==> config.mk <==
export PLATFORM = sky130hd
export DESIGN_NAME = rofi_ctrl
export DESIGN_NICKNAME = d
export VERILOG_FILES = /design/src/sv/rofi_pkg.sv /design/src/sv/rofi_ctrl.sv
export SDC_FILE = /design/constraint.sdc
export NUM_CORES = 1
export LEC_CHECK = 0
export BUFFER_PORTS_ARGS = -buffer_cell sky130_fd_sc_hd__buf_2
export CAP_MARGIN = 20
export CORE_AREA = 2 2 39 41
export DETAILED_ROUTE_END_ITERATION = 10
export DIE_AREA = 0 0 41 43
export GPL_TIMING_DRIVEN = 0
export SETUP_SLACK_MARGIN = 0.5
export SYNTH_ARGS = -nofsm -noshare
export SYNTH_HDL_FRONTEND = slang
export SYNTH_SLANG_ARGS = --single-unit
==> constraint.sdc <==
create_clock -name clk_i -period 1.3 [get_ports clk_i]
set_input_delay 0.195 -clock clk_i [delete_from_list [all_inputs] [get_ports clk_i]]
set_output_delay 0.195 -clock clk_i [all_outputs]
set_load 0.02 [all_outputs]
==> src/sv/rofi_pkg.sv <==
package rofi_pkg;

  localparam int unsigned LEVEL_W    = 4;
  localparam int unsigned PRICE_W    = 32;
  localparam int unsigned VOL_W      = 24;
  localparam int unsigned MAX_LEVELS = 10;
  localparam int unsigned RAW_W      = 30;
  localparam int unsigned SUM_W      = 38;
  localparam int unsigned ABS_W      = 37;
  localparam int unsigned WIN_MAX    = 256;
  localparam int unsigned HEAD_W     = 8;
  localparam int unsigned FILL_W     = 9;
  localparam int unsigned WLEN_W     = 9;
  localparam int unsigned LU_W       = 4;
  localparam int unsigned NORM_W     = 16;
  localparam int unsigned Q_W        = 16;
  localparam int unsigned DCNT_W     = 4;
  localparam int unsigned DIV_STEPS  = 16;

  localparam int unsigned IN_FIELDS_W = LEVEL_W + 2 * PRICE_W + 2 * VOL_W;
  localparam int unsigned IN_TDATA_W  = ((IN_FIELDS_W + 7) / 8) * 8;
  localparam int unsigned OUT_FIELDS_W = NORM_W + RAW_W;
  localparam int unsigned OUT_TDATA_W  = ((OUT_FIELDS_W + 7) / 8) * 8;

  localparam int unsigned LV_LSB = 0;
  localparam int unsigned BP_LSB = LV_LSB + LEVEL_W;
  localparam int unsigned BV_LSB = BP_LSB + PRICE_W;
  localparam int unsigned AP_LSB = BV_LSB + VOL_W;
  localparam int unsigned AV_LSB = AP_LSB + PRICE_W;

  localparam logic [WLEN_W-1:0] WLEN_RESET = WLEN_W'(16);
  localparam logic [LU_W-1:0]   LU_RESET   = LU_W'(5);

  typedef enum logic [0:0] {
    REG_WINDOW_LENGTH = 1'b0,
    REG_LEVELS_IN_USE = 1'b1
  } reg_idx_e;

  typedef enum logic [2:0] {
    ST_IDLE,
    ST_PUSH,
    ST_START,
    ST_DIV,
    ST_FIN
  } state_e;

  typedef struct packed {
    logic accept;
    logic push;
    logic div_start;
    logic div_step;
    logic load_out;
  } cmd_t;

  typedef struct packed {
    logic div_last;
    logic out_free;
  } status_t;

endpackage

==> src/sv/rofi_ctrl.sv <==
module rofi_ctrl import rofi_pkg::*; (
  input  logic    clk_i,
  input  logic    rst_ni,
  input  logic    in_valid_i,
  input  logic    in_last_i,
  output logic    in_ready_o,
  input  status_t status_i,
  output cmd_t    cmd_o
);

  state_e state_q, state_d;

  always_ff @(posedge clk_i or negedge rst_ni) begin
    if (!rst_ni) begin
      state_q <= ST_IDLE;
    end else begin
      state_q <= state_d;
    end
  end

  always_comb begin
    state_d    = state_q;
    cmd_o      = '0;
    in_ready_o = 1'b0;
    case (state_q)
      ST_IDLE: begin
        in_ready_o = 1'b1;
        if (in_valid_i) begin
          cmd_o.accept = 1'b1;
          if (in_last_i) state_d = ST_PUSH;
        end
      end
      ST_PUSH: begin
        cmd_o.push = 1'b1;
        state_d    = ST_START;
      end
      ST_START: begin
        cmd_o.div_start = 1'b1;
        state_d         = ST_DIV;
      end
      ST_DIV: begin
        cmd_o.div_step = 1'b1;
        if (status_i.div_last) state_d = ST_FIN;
      end
      ST_FIN: begin
        if (status_i.out_free) begin
          cmd_o.load_out = 1'b1;
          state_d        = ST_IDLE;
        end
      end
      default: state_d = ST_IDLE;
    endcase
  end

endmodule

# Word-level counts from Yosys, hierarchy flattened
# Index checks and enable logic that the tools add are counted.
# word_totals
in_bits	6
register_bits	3
elab_cells	24
out_inout_bits	6
# classes
eq_ne	8
muxes	13
n_reduce_logical	2
# ops
operator	count
3-bit one-hot mux with 5 select lines	1
3-bit 2-to-1 mux	4
1-bit 2-to-1 mux	8
2-bit != test, second input constant	4
3-bit by 2-bit equality test with 1-bit output, second input constant	2
4-bit AND reduction	1
3-bit by 1-bit equality test with 1-bit output, second input constant	1
3-bit equality test, second input constant	1
3-bit logical NOT	1

# Depth between registers and ports, before layout
# Gate-level depths: netlist of the first run.
# depth
ltp_word	3
depth_mapped	2

# Least setup slack after synthesis of the first run
# No wires, ideal clock.
# synth_path
kind	register to output
startpoint	reg state_q[2]
endpoint	out cmd_o[4] (netlist name)
n_path_buf	0
arrival_ns	1.284
path_stages_with_launch	3
path_slack_ns	-0.179
path_cell_list	dfrtp_1 -> nor3_1 -> and2_1
# synth_rtl
item	line	rtl
from (decl)	rofi_ctrl.sv:11	state_e state_q, state_d;
from (signal assigned)	rofi_ctrl.sv:17	state_q <= state_d;
to (decl)	rofi_ctrl.sv:8	output cmd_t cmd_o

==> results of run 1 <==
power by group:
| part | switching (uW) | internal, uW |
|---|---|---|
| Sequential | 126 | 146 |
| Clock | 48.2 | 115 |
| Combinational | 305 | 438 |
layout by cell type, fill, tap and decap left out:
master         Yosys  routed
a211oi_2           0       1
and2_2             1       1
and2_4             0       1
and3_4             0       1
buf_2              0       6
buf_4              0       5
buf_6              0       9
clkbuf_1           0       1
clkbuf_4           0       3
dfrtp_2            0       3
dlygate4sd3_1      0       1
inv_2              0       1
nand2_1            2       2
nand2b_4           0       1
nor2_1             3       1
nor2_4             0       2
nor3_2             0       1
nor3_4             0       1
o21ai_1            0       1
o32ai_2            0       1
or4b_1             1       1
logic make-up (layout without fill, tap and decap cells):
logic type	after synthesis	after routing	share of synthesized area, %
buf+inv	1	26	2.271
simple gates	12	12	39.40
compound gates	3	3	12.88
flops	3	3	45.45
how the worst min path moves through the flow:
stage                              to         from
5_1_grt        state_q[2]$_DFFE_PN0P_  status_i[1]
4_1_cts        state_q[2]$_DFFE_PN0P_  status_i[1]
6_report       state_q[2]$_DFFE_PN0P_  status_i[1]
3_3_place_gp   state_q[2]$_DFFE_PN0P_       rst_ni
3_5_place_dp   state_q[2]$_DFFE_PN0P_       rst_ni
2_1_floorplan  state_q[0]$_DFFE_PN0P_       rst_ni
layer usage:
layer	share of wire, %	global-route usage (%)	up-vias	wire length (um)
met4	0	10.00	0	0
met1	39	9.709	106	221
met3	5.2	1.571	0	30
li1	-	-	120	-
met2	56	11.25	8	322
met5	0	0	-	0
cell type report:
type	instances	area share, %
clock buffers	4	5.801
inverters	1	0.8287
multi-input cells	15	32.04
flip-flops and latches	3	17.40
well taps	16	4.420
repair buffers	21	39.50
what timing repair did:
item                       CTS  global route
resized for setup           21             0
pin swaps                    4             0
hold buffers                 1             0
buffers inserted             6             3
hold endpoints to repair     3             0
setup endpoints to repair    9             9
stage by stage:
| step | power (uW) | setup slack (ps) |
|---|---|---|
| 3_5_place_dp | 625.9 | 129.4 |
| 2_1_floorplan | 509.2 | 132.5 |
| 3_3_place_gp | 622.0 | 132.8 |
| 4_1_cts | 1123 | -70.56 |
| 6_report | 1178 | -44.83 |
| 5_1_grt | 1268 | -114.5 |
critical path, cell delays in order, from the launching register on:
cell      delay (ps)
dfrtp_2          470
buf_4            170
nand2b_4          80
nor2_1            40
buf_4            160
==> flow_summary.json, run 1 <==
{
  "status": "finished, violations left",
  "violations": "setup timing",
  "die_h_um": 43,
  "yosysWarnings": 0,
  "stdcell_count": 60,
  "report.final.slew_viol_count": 0,
  "multi_input_area_um2": 145.1,
  "netlist_area_um2": 165.2,
  "avgSynthCellArea_um2": 8.693,
  "rows": 14,
  "cts-root-buf": "clkbuf_4",
  "cts_sinks": 3,
  "fin_util_pct": 32.73,
  "rsz0062_at_grt": "true",
  "synth_edf_count": 0,
  "powerDensity_mw_per_mm2": 2601,
  "layout-drive-gt1-share_pct": 84.09,
  "cap_violations": 0,
  "synth-seq-area-share_pct": 45.45,
  "clock_skew_ps": 2.259,
  "grt_max_degree": 9,
  "largest_register_ffs": 3,
  "synth_cell_types": 13,
  "vias": 234,
  "cp_data_arrival_time_ps": 1150,
  "io_buffer_count": 11,
  "die_width_um": 41,
  "worstSetupStartpointType": "flop",
  "final_area_um2": 452.9,
  "syn_inst": 19,
  "io_pins": 12,
  "htreeDepth": 1,
  "vdd_drop_max_mv": 0.7363,
  "fillCellCount": 153,
  "crit_required_ps": 1110,
  "clock_latency_ps": 230,
  "timing.slew.headroom_pct": 86.22,
  "reg.largest.list": "state_q x3",
  "hold_violations": 0,
  "cts_tree": "done",
  "antenna_found_initial": 0,
  "setup_slack_ps": -44.83,
  "ant_nets": 0,
  "synth.area.top_cells": "dfrtp_1, nor2_1, nor3_1, or4b_1, o32ai_1",
  "max_freq_mhz": 743.6,
  "cp-startpoint": "state_q[1]$_DFFE_PN0P_",
  "synthTopCellsByCount": "dfrtp_1, nor2_1, nand2_1, nor3_1",
  "area_growth_pct": 174.2,
  "path_clk_slew_ps": 40,
  "r2r_end": "state_q[2]$_DFFE_PN0P_",
  "drc_errors": 0,
  "dp_cells": 46,
  "layout.nets": 51,
  "r2r_setup_slack_ps": 70,
  "synth.largest_area_cell": "dfrtp_1",
  "leakage_uw": 0.0002045,
  "antenna-diode-count": 0,
  "worst_r2r_path_depth": 4,
  "drt_iter0_markers": 1,
  "async_reset_ff_share_pct": 100.0,
  "whs_path_depth": 3,
  "track_usage_pct": 8.451,
  "hpwl_um": 349.3,
  "syn_nets": 25,
  "grt_pass1_vias": 240,
  "period_needed_ps": 1345,
  "path_class": "reg2out",
  "grt_pass1_wl_um": 945,
  "top_register": "state_q",
  "holdWs_ps": 215.1,
  "critPathMaxFanout": 6,
  "clk_path_buf_depth": 2,
  "end_kind": "output port",
  "wl_um": 573,
  "finalCritPeriodShare_pct": 103.4,
  "initial_core_util_pct": 11.93,
  "yosys_most_used_dff": "dfrtp_1",
  "tns_ps": -137.8,
  "layout.area.seq_um2": 78.83,
  "cp-endpoint": "cmd_o[2]",
  "final-setup-viol-count": 5,
  "placed_cell_area_um2": 274.0,
  "grt-ovfl-total": 0,
  "cts_buffers": 3,
  "tightest_slew_ps": 206.7,
  "synth_top_area_share_pct": 45.45,
  "coreArea_mm2": 0.001384,
  "die_area_mm2": 0.001763,
  "min_path_type": "in2reg",
  "finalWeightedCongestion": 0.6921,
  "crit-reg2reg-launch": "state_q[2]$_DFFE_PN0P_",
  "wire_per_inst_um": 9.550,
  "via_per_inst": 3.900,
  "dr.pass1.iters": 2,
  "ys_ff_latch": 3
}
No activity file was read; power rests on OpenSTA's default activity.
==> inputs of run 2 (changes only) <==
- clock period: 1.3 -> 1.62 ns (I/O delays scaled with it)
==> run 2 against run 1 <==
Power fell by 26%. The flow now finishes without violations. Largest power group unchanged. Sequential share of layout area rose by 2.3 points. Cell count fell by 3.3%.
==> flow_summary.json, run 2 (synthesized netlist as in run 1, its figures left out) <==
{
  "tns_ps": 0,
  "min_to": "state_q[2]$_DFFE_PN0P_",
  "final-setup-viol-count": 0,
  "report.final.slew_viol_count": 0,
  "initial_core_util_pct": 11.93,
  "finalCritPeriodShare_pct": 85.30,
  "r2r_end": "state_q[2]$_DFFE_PN0P_",
  "final_area_um2": 400.4,
  "rows": 14,
  "min_from": "status_i[1]",
  "status": "finished, final reports clean",
  "reg.largest.list": "state_q x3",
  "power_uw": 874.7,
  "vias": 233,
  "final_common_cell": "buf_4",
  "track_usage_pct": 8.669,
  "path_clk_slew_ps": 40,
  "dr.pass1.iters": 4,
  "drc_errors": 0,
  "placed_cell_area_um2": 252.7,
  "largest_register_ffs": 3,
  "min_path_type": "in2reg",
  "cts-root-buf": "clkbuf_4",
  "cts_sinks": 3,
  "path_class": "reg2out",
  "whs_path_depth": 3,
  "final_cell_mix": "buf_4, buf_2, buf_6",
  "leakage_uw": 0.0001879,
  "drt_iter0_markers": 1,
  "via_per_inst": 4.017,
  "cp_data_arrival_time_ps": 1140,
  "cp_top_family": "flip-flops",
  "clk_path_buf_depth": 2,
  "clock_latency_ps": 230,
  "max_freq_mhz": 723.7,
  "layout.nets": 49,
  "die_h_um": 43,
  "cts_buffers": 3,
  "layout-drive-gt1-share_pct": 76.19,
  "period_needed_ps": 1382,
  "area_growth_pct": 142.4,
  "grt_pass1_vias": 217,
  "top_register": "state_q",
  "worst_r2r_path_depth": 4,
  "hpwl_um": 344.1,
  "antenna_found_initial": 0,
  "die_area_mm2": 0.001763,
  "crit-reg2reg-launch": "state_q[0]$_DFFE_PN0P_",
  "hold_violations": 0,
  "grt-ovfl-total": 0,
  "crit_required_ps": 1380,
  "cpMaxStageDelayCell": "dfrtp_2",
  "io_pins": 12,
  "setup_slack_ps": 238.2,
  "rsz0062_at_grt": "true",
  "dp_slack_ps": 421.8,
  "worstSetupStartpointType": "flop",
  "grt_max_degree": 8,
  "critPathMaxFanout": 5,
  "cts_tree": "done",
  "finalWeightedCongestion": 0.7230,
  "coreArea_mm2": 0.001384,
  "crit_chain": "nor3_4, and2_4, buf_6",
  "wire_per_inst_um": 10.33,
  "clock_skew_ps": 1.288,
  "die_width_um": 41,
  "timing.slew.headroom_pct": 86.41,
  "io_buffer_count": 11,
  "vdd_drop_max_mv": 0.3979,
  "slowest_delay_ps": 440,
  "powerDensity_mw_per_mm2": 2185,
  "end_kind": "output port",
  "wl_um": 599,
  "ant_nets": 0,
  "holdWs_ps": 252.2,
  "htreeDepth": 1,
  "tightest_slew_ps": 203.2,
  "antenna-diode-count": 0,
  "cap_violations": 0,
  "grt_pass1_wl_um": 821,
  "path_buf_inv": 1,
  "r2r_setup_slack_ps": 310
}
## run 2: cell count changes in the layout (fill, tap and decap cells not counted)
cell	change
buf_6	-4
buf_4	+2
a211oi_1	+1
a211oi_2	-1
and3_1	+1
and3_4	-1
nor2_2	+1
nor2_4	-1
o32ai_1	+1
o32ai_2	-1
## run 2: how the worst max path moves through the flow
stage | startpoint | endpoint | slack [ps] | depth (start not counted)
after floorplan | state_q[0]$_DFFE_PN0P_ | cmd_o[3] | 390 | 2
final | state_q[2]$_DFFE_PN0P_ | cmd_o[4] | 240 | 3
after detailed placement | state_q[2]$_DFFE_PN0P_ | cmd_o[4] | 420 | 3
after global routing | state_q[0]$_DFFE_PN0P_ | cmd_o[0] | 200 | 3
after CTS | state_q[2]$_DFFE_PN0P_ | cmd_o[4] | 230 | 3
after global placement | state_q[2]$_DFFE_PN0P_ | cmd_o[4] | 430 | 3
## run 2: per-layer routing
metal | wire length (um) | part of all wire (%) | GRT usage, %
met4 | 53 | 8.8 | 16.00
met5 | 0 | 0 | 0
met1 | 199 | 33 | 6.515
met2 | 304 | 51 | 10.00
met3 | 42 | 7.0 | 5.236
## run 2: cell type report
| cell class | instances | area [um^2] |
|---|---|---|
| fillers | 148 | 983.4 |
| repair buffers | 19 | 148.9 |
| multi-input cells | 15 | 122.6 |
| flip-flops and latches | 3 | 78.83 |
| clock buffers | 4 | 26.28 |
| well taps | 16 | 20.02 |
| inverters | 1 | 3.754 |
## run 2: worst min-delay path: cells and delay by family
kind | cells | cell delay (ps)
buffers and inverters | 1 | 100
AO/OA/AOI/OAI | 1 | 50
AND/OR/NAND/NOR | 1 | 50
## run 2: what timing repair did
action | in CTS | in global routing
hold buffers | 1 | 0
pin swaps | 1 | 2
setup endpoints to repair | 7 | 7
gates resized for setup | 9 | 12
setup buffers | 3 | 4
hold endpoints to repair | 3 | 0
## run 2: power breakdown
group,internal (uW),total (uW),switching [uW]
clock network,92.4,133,40.5
registers,117,193,75.2
logic,306,549,243
## run 2: through the flow
stage	std cells	utilization, %
after floorplan	19	-
after global placement	46	18.26
after detailed placement	46	18.26
after CTS	54	23.51
after global routing	58	28.93
final	58	28.93
==> inputs of run 3 (changes only) <==
- ABC_AREA: default -> 1
==> run 3 against run 2 <==
Core utilization rose by 3.0 points. Routed wire length decreased by 6.7%. First-iteration DRC count unchanged. Critical path type unchanged.
==> flow_summary.json, run 3 <==
{
  "status": "finished, final reports clean",
  "netlist_area_um2": 201.4,
  "largest_register_ffs": 3,
  "min_to": "state_q[2]$_DFFE_PN0P_",
  "clock_skew_ps": 1.770,
  "rows": 14,
  "hold_violations": 0,
  "layout.nets": 54,
  "cp_data_arrival_time_ps": 1130,
  "report.final.slew_viol_count": 0,
  "finalCritPeriodShare_pct": 84.76,
  "synth_top_area_share_pct": 37.27,
  "clk_path_buf_depth": 2,
  "wl_um": 559,
  "min_from": "status_i[1]",
  "whs_path_depth": 3,
  "final_common_cell": "buf_6",
  "setup_slack_ps": 246.9,
  "powerDensity_mw_per_mm2": 2127,
  "antenna_found_initial": 0,
  "vias": 263,
  "grt_pass1_vias": 251,
  "worst_r2r_path_depth": 5,
  "hpwl_um": 407.6,
  "track_usage_pct": 8.258,
  "min_path_type": "in2reg",
  "io_buffer_count": 11,
  "grt_pass1_wl_um": 924,
  "r2r_setup_slack_ps": 580,
  "wire_per_inst_um": 8.873,
  "avgSynthCellArea_um2": 7.461,
  "vdd_drop_max_mv": 0.4976,
  "timing.slew.headroom_pct": 83.51,
  "dp_slack_ps": 360.5,
  "tns_ps": 0,
  "r2r_end": "state_q[0]$_DFFE_PN0P_",
  "holdWs_ps": 275.7,
  "die_area_mm2": 0.001763,
  "synth-seq-area-share_pct": 37.27,
  "tightest_slew_ps": 247.3,
  "cts_buffers": 3,
  "final_cell_mix": "buf_6, buf_2, nand2_1, buf_4",
  "cts_sinks": 3,
  "via_per_inst": 4.175,
  "yosysWarnings": 0,
  "finalWeightedCongestion": 0.6961,
  "die_width_um": 41,
  "layout-drive-gt1-share_pct": 65.96,
  "yosysMostFrequentCell": "nand2_1",
  "area_growth_pct": 119.3,
  "end_kind": "output port",
  "critPathMaxFanout": 5,
  "drc_errors": 0,
  "cap_violations": 0,
  "crit-reg2reg-launch": "state_q[1]$_DFFE_PN0P_",
  "final_area_um2": 441.7,
  "period_needed_ps": 1373,
  "cts-root-buf": "clkbuf_4",
  "grt-ovfl-total": 0,
  "rsz0062_at_grt": "true",
  "clock_latency_ps": 230,
  "path_clk_slew_ps": 40,
  "cts_tree": "done",
  "crit_required_ps": 1380,
  "synthTopCellsByCount": "nand2_1, nor2_1, dfrtp_1, inv_1",
  "async_reset_ff_share_pct": 100.0,
  "htreeDepth": 1,
  "path_class": "reg2out",
  "syn_nets": 33,
  "leakage_uw": 0.0002092,
  "dr.pass1.iters": 4,
  "ant_nets": 0,
  "yosys_most_used_dff": "dfrtp_1",
  "drt_iter0_markers": 1,
  "die_h_um": 43,
  "top_register": "state_q",
  "placed_cell_area_um2": 306.5,
  "reg.largest.list": "state_q x3",
  "synth_edf_count": 0,
  "final-setup-viol-count": 0,
  "initial_core_util_pct": 14.56,
  "synth.largest_area_cell": "dfrtp_1",
  "syn_inst": 27,
  "ys_ff_latch": 3,
  "synth_cell_types": 13,
  "io_pins": 12,
  "synth.area.top_cells": "dfrtp_1, nand2_1, nor2_1, nand4_1, buf_6",
  "antenna-diode-count": 0,
  "max_freq_mhz": 728.3,
  "coreArea_mm2": 0.001384,
  "worstSetupStartpointType": "flop",
  "grt_max_degree": 9
}
## run 3: cell count changes in the layout (fill, tap and decap cells not counted), sizes merged, moves of 2 or more
cell	change
buf	-2
nand4	+2
inv	+2
nand2	+5
and2	-2
nand3	+2
nor2	+2
## run 3: logic make-up after synthesis
family	after synthesis	share of synthesized area (%)
AO/OA/AOI/OAI	1	4.349
buffers and inverters	4	11.18
flip-flops	3	37.27
AND/OR/NAND/NOR	19	47.20
## run 3: layout make-up
class | count | area [um^2]
Fill cell | 150 | 942.2
Multi-Input combinational cell | 20 | 151.4
Timing Repair Buffer | 16 | 141.4
Sequential cell | 3 | 77.57
Clock buffer | 4 | 26.28
Tap cell | 16 | 20.02
Inverter | 3 | 13.76
Buffer | 1 | 11.26
## run 3: layer usage
| metal | vias to the layer above | track usage (%) | part of all wire [%] |
|---|---|---|---|
| met2 | 10 | 11.88 | 51 |
| met5 | - | 0 | 0 |
| met4 | 0 | 8.000 | 0 |
| met1 | 122 | 8.442 | 41 |
| li1 | 131 | - | - |
| met3 | 0 | 3.141 | 7.2 |
## run 3: power breakdown
| group | internal [uW] | total, uW | switching (uW) |
|---|---|---|---|
| sequential | 114 | 184 | 70.4 |
| clock | 92.3 | 131 | 39.1 |
| combinational | 318 | 624 | 305 |
## run 3: what timing repair did
item	in CTS	in global routing
setup endpoints to repair	6	7
pin swaps	5	3
hold buffers	1	0
setup buffers	2	2
gates resized for setup	13	7
endpoints found under the hold margin	3	0
## run 3: how the worst max path moves through the flow
stage                                start        to  slack [ps]  cells after the start
floorplan           state_q[2]$_DFFE_PN0P_  cmd_o[0]         470                      2
detailed placement  state_q[2]$_DFFE_PN0P_  cmd_o[2]         360                      4
finish              state_q[2]$_DFFE_PN0P_  cmd_o[0]         250                      3
CTS                 state_q[0]$_DFFE_PN0P_  cmd_o[0]         220                      3
global placement    state_q[2]$_DFFE_PN0P_  cmd_o[2]         370                      4
global route        state_q[2]$_DFFE_PN0P_  cmd_o[0]         180                      3
## run 3: worst max-delay path, stage by stage (launching register included)
cell and delay [ps]:
dfrtp_2 420, inv_4 70, nor4_4 240, buf_4 170
## run 3: per-stage QoR
step / cells / util [%] / power (uW)
5_1_grt: 63 / 31.92 / 1017
4_1_cts: 61 / 29.11 / 862.6
3_5_place_dp: 54 / 22.15 / 590.1
3_3_place_gp: 54 / 22.15 / 582.5
6_report: 63 / 31.92 / 939.5
2_1_floorplan: 27 / - / 484.3
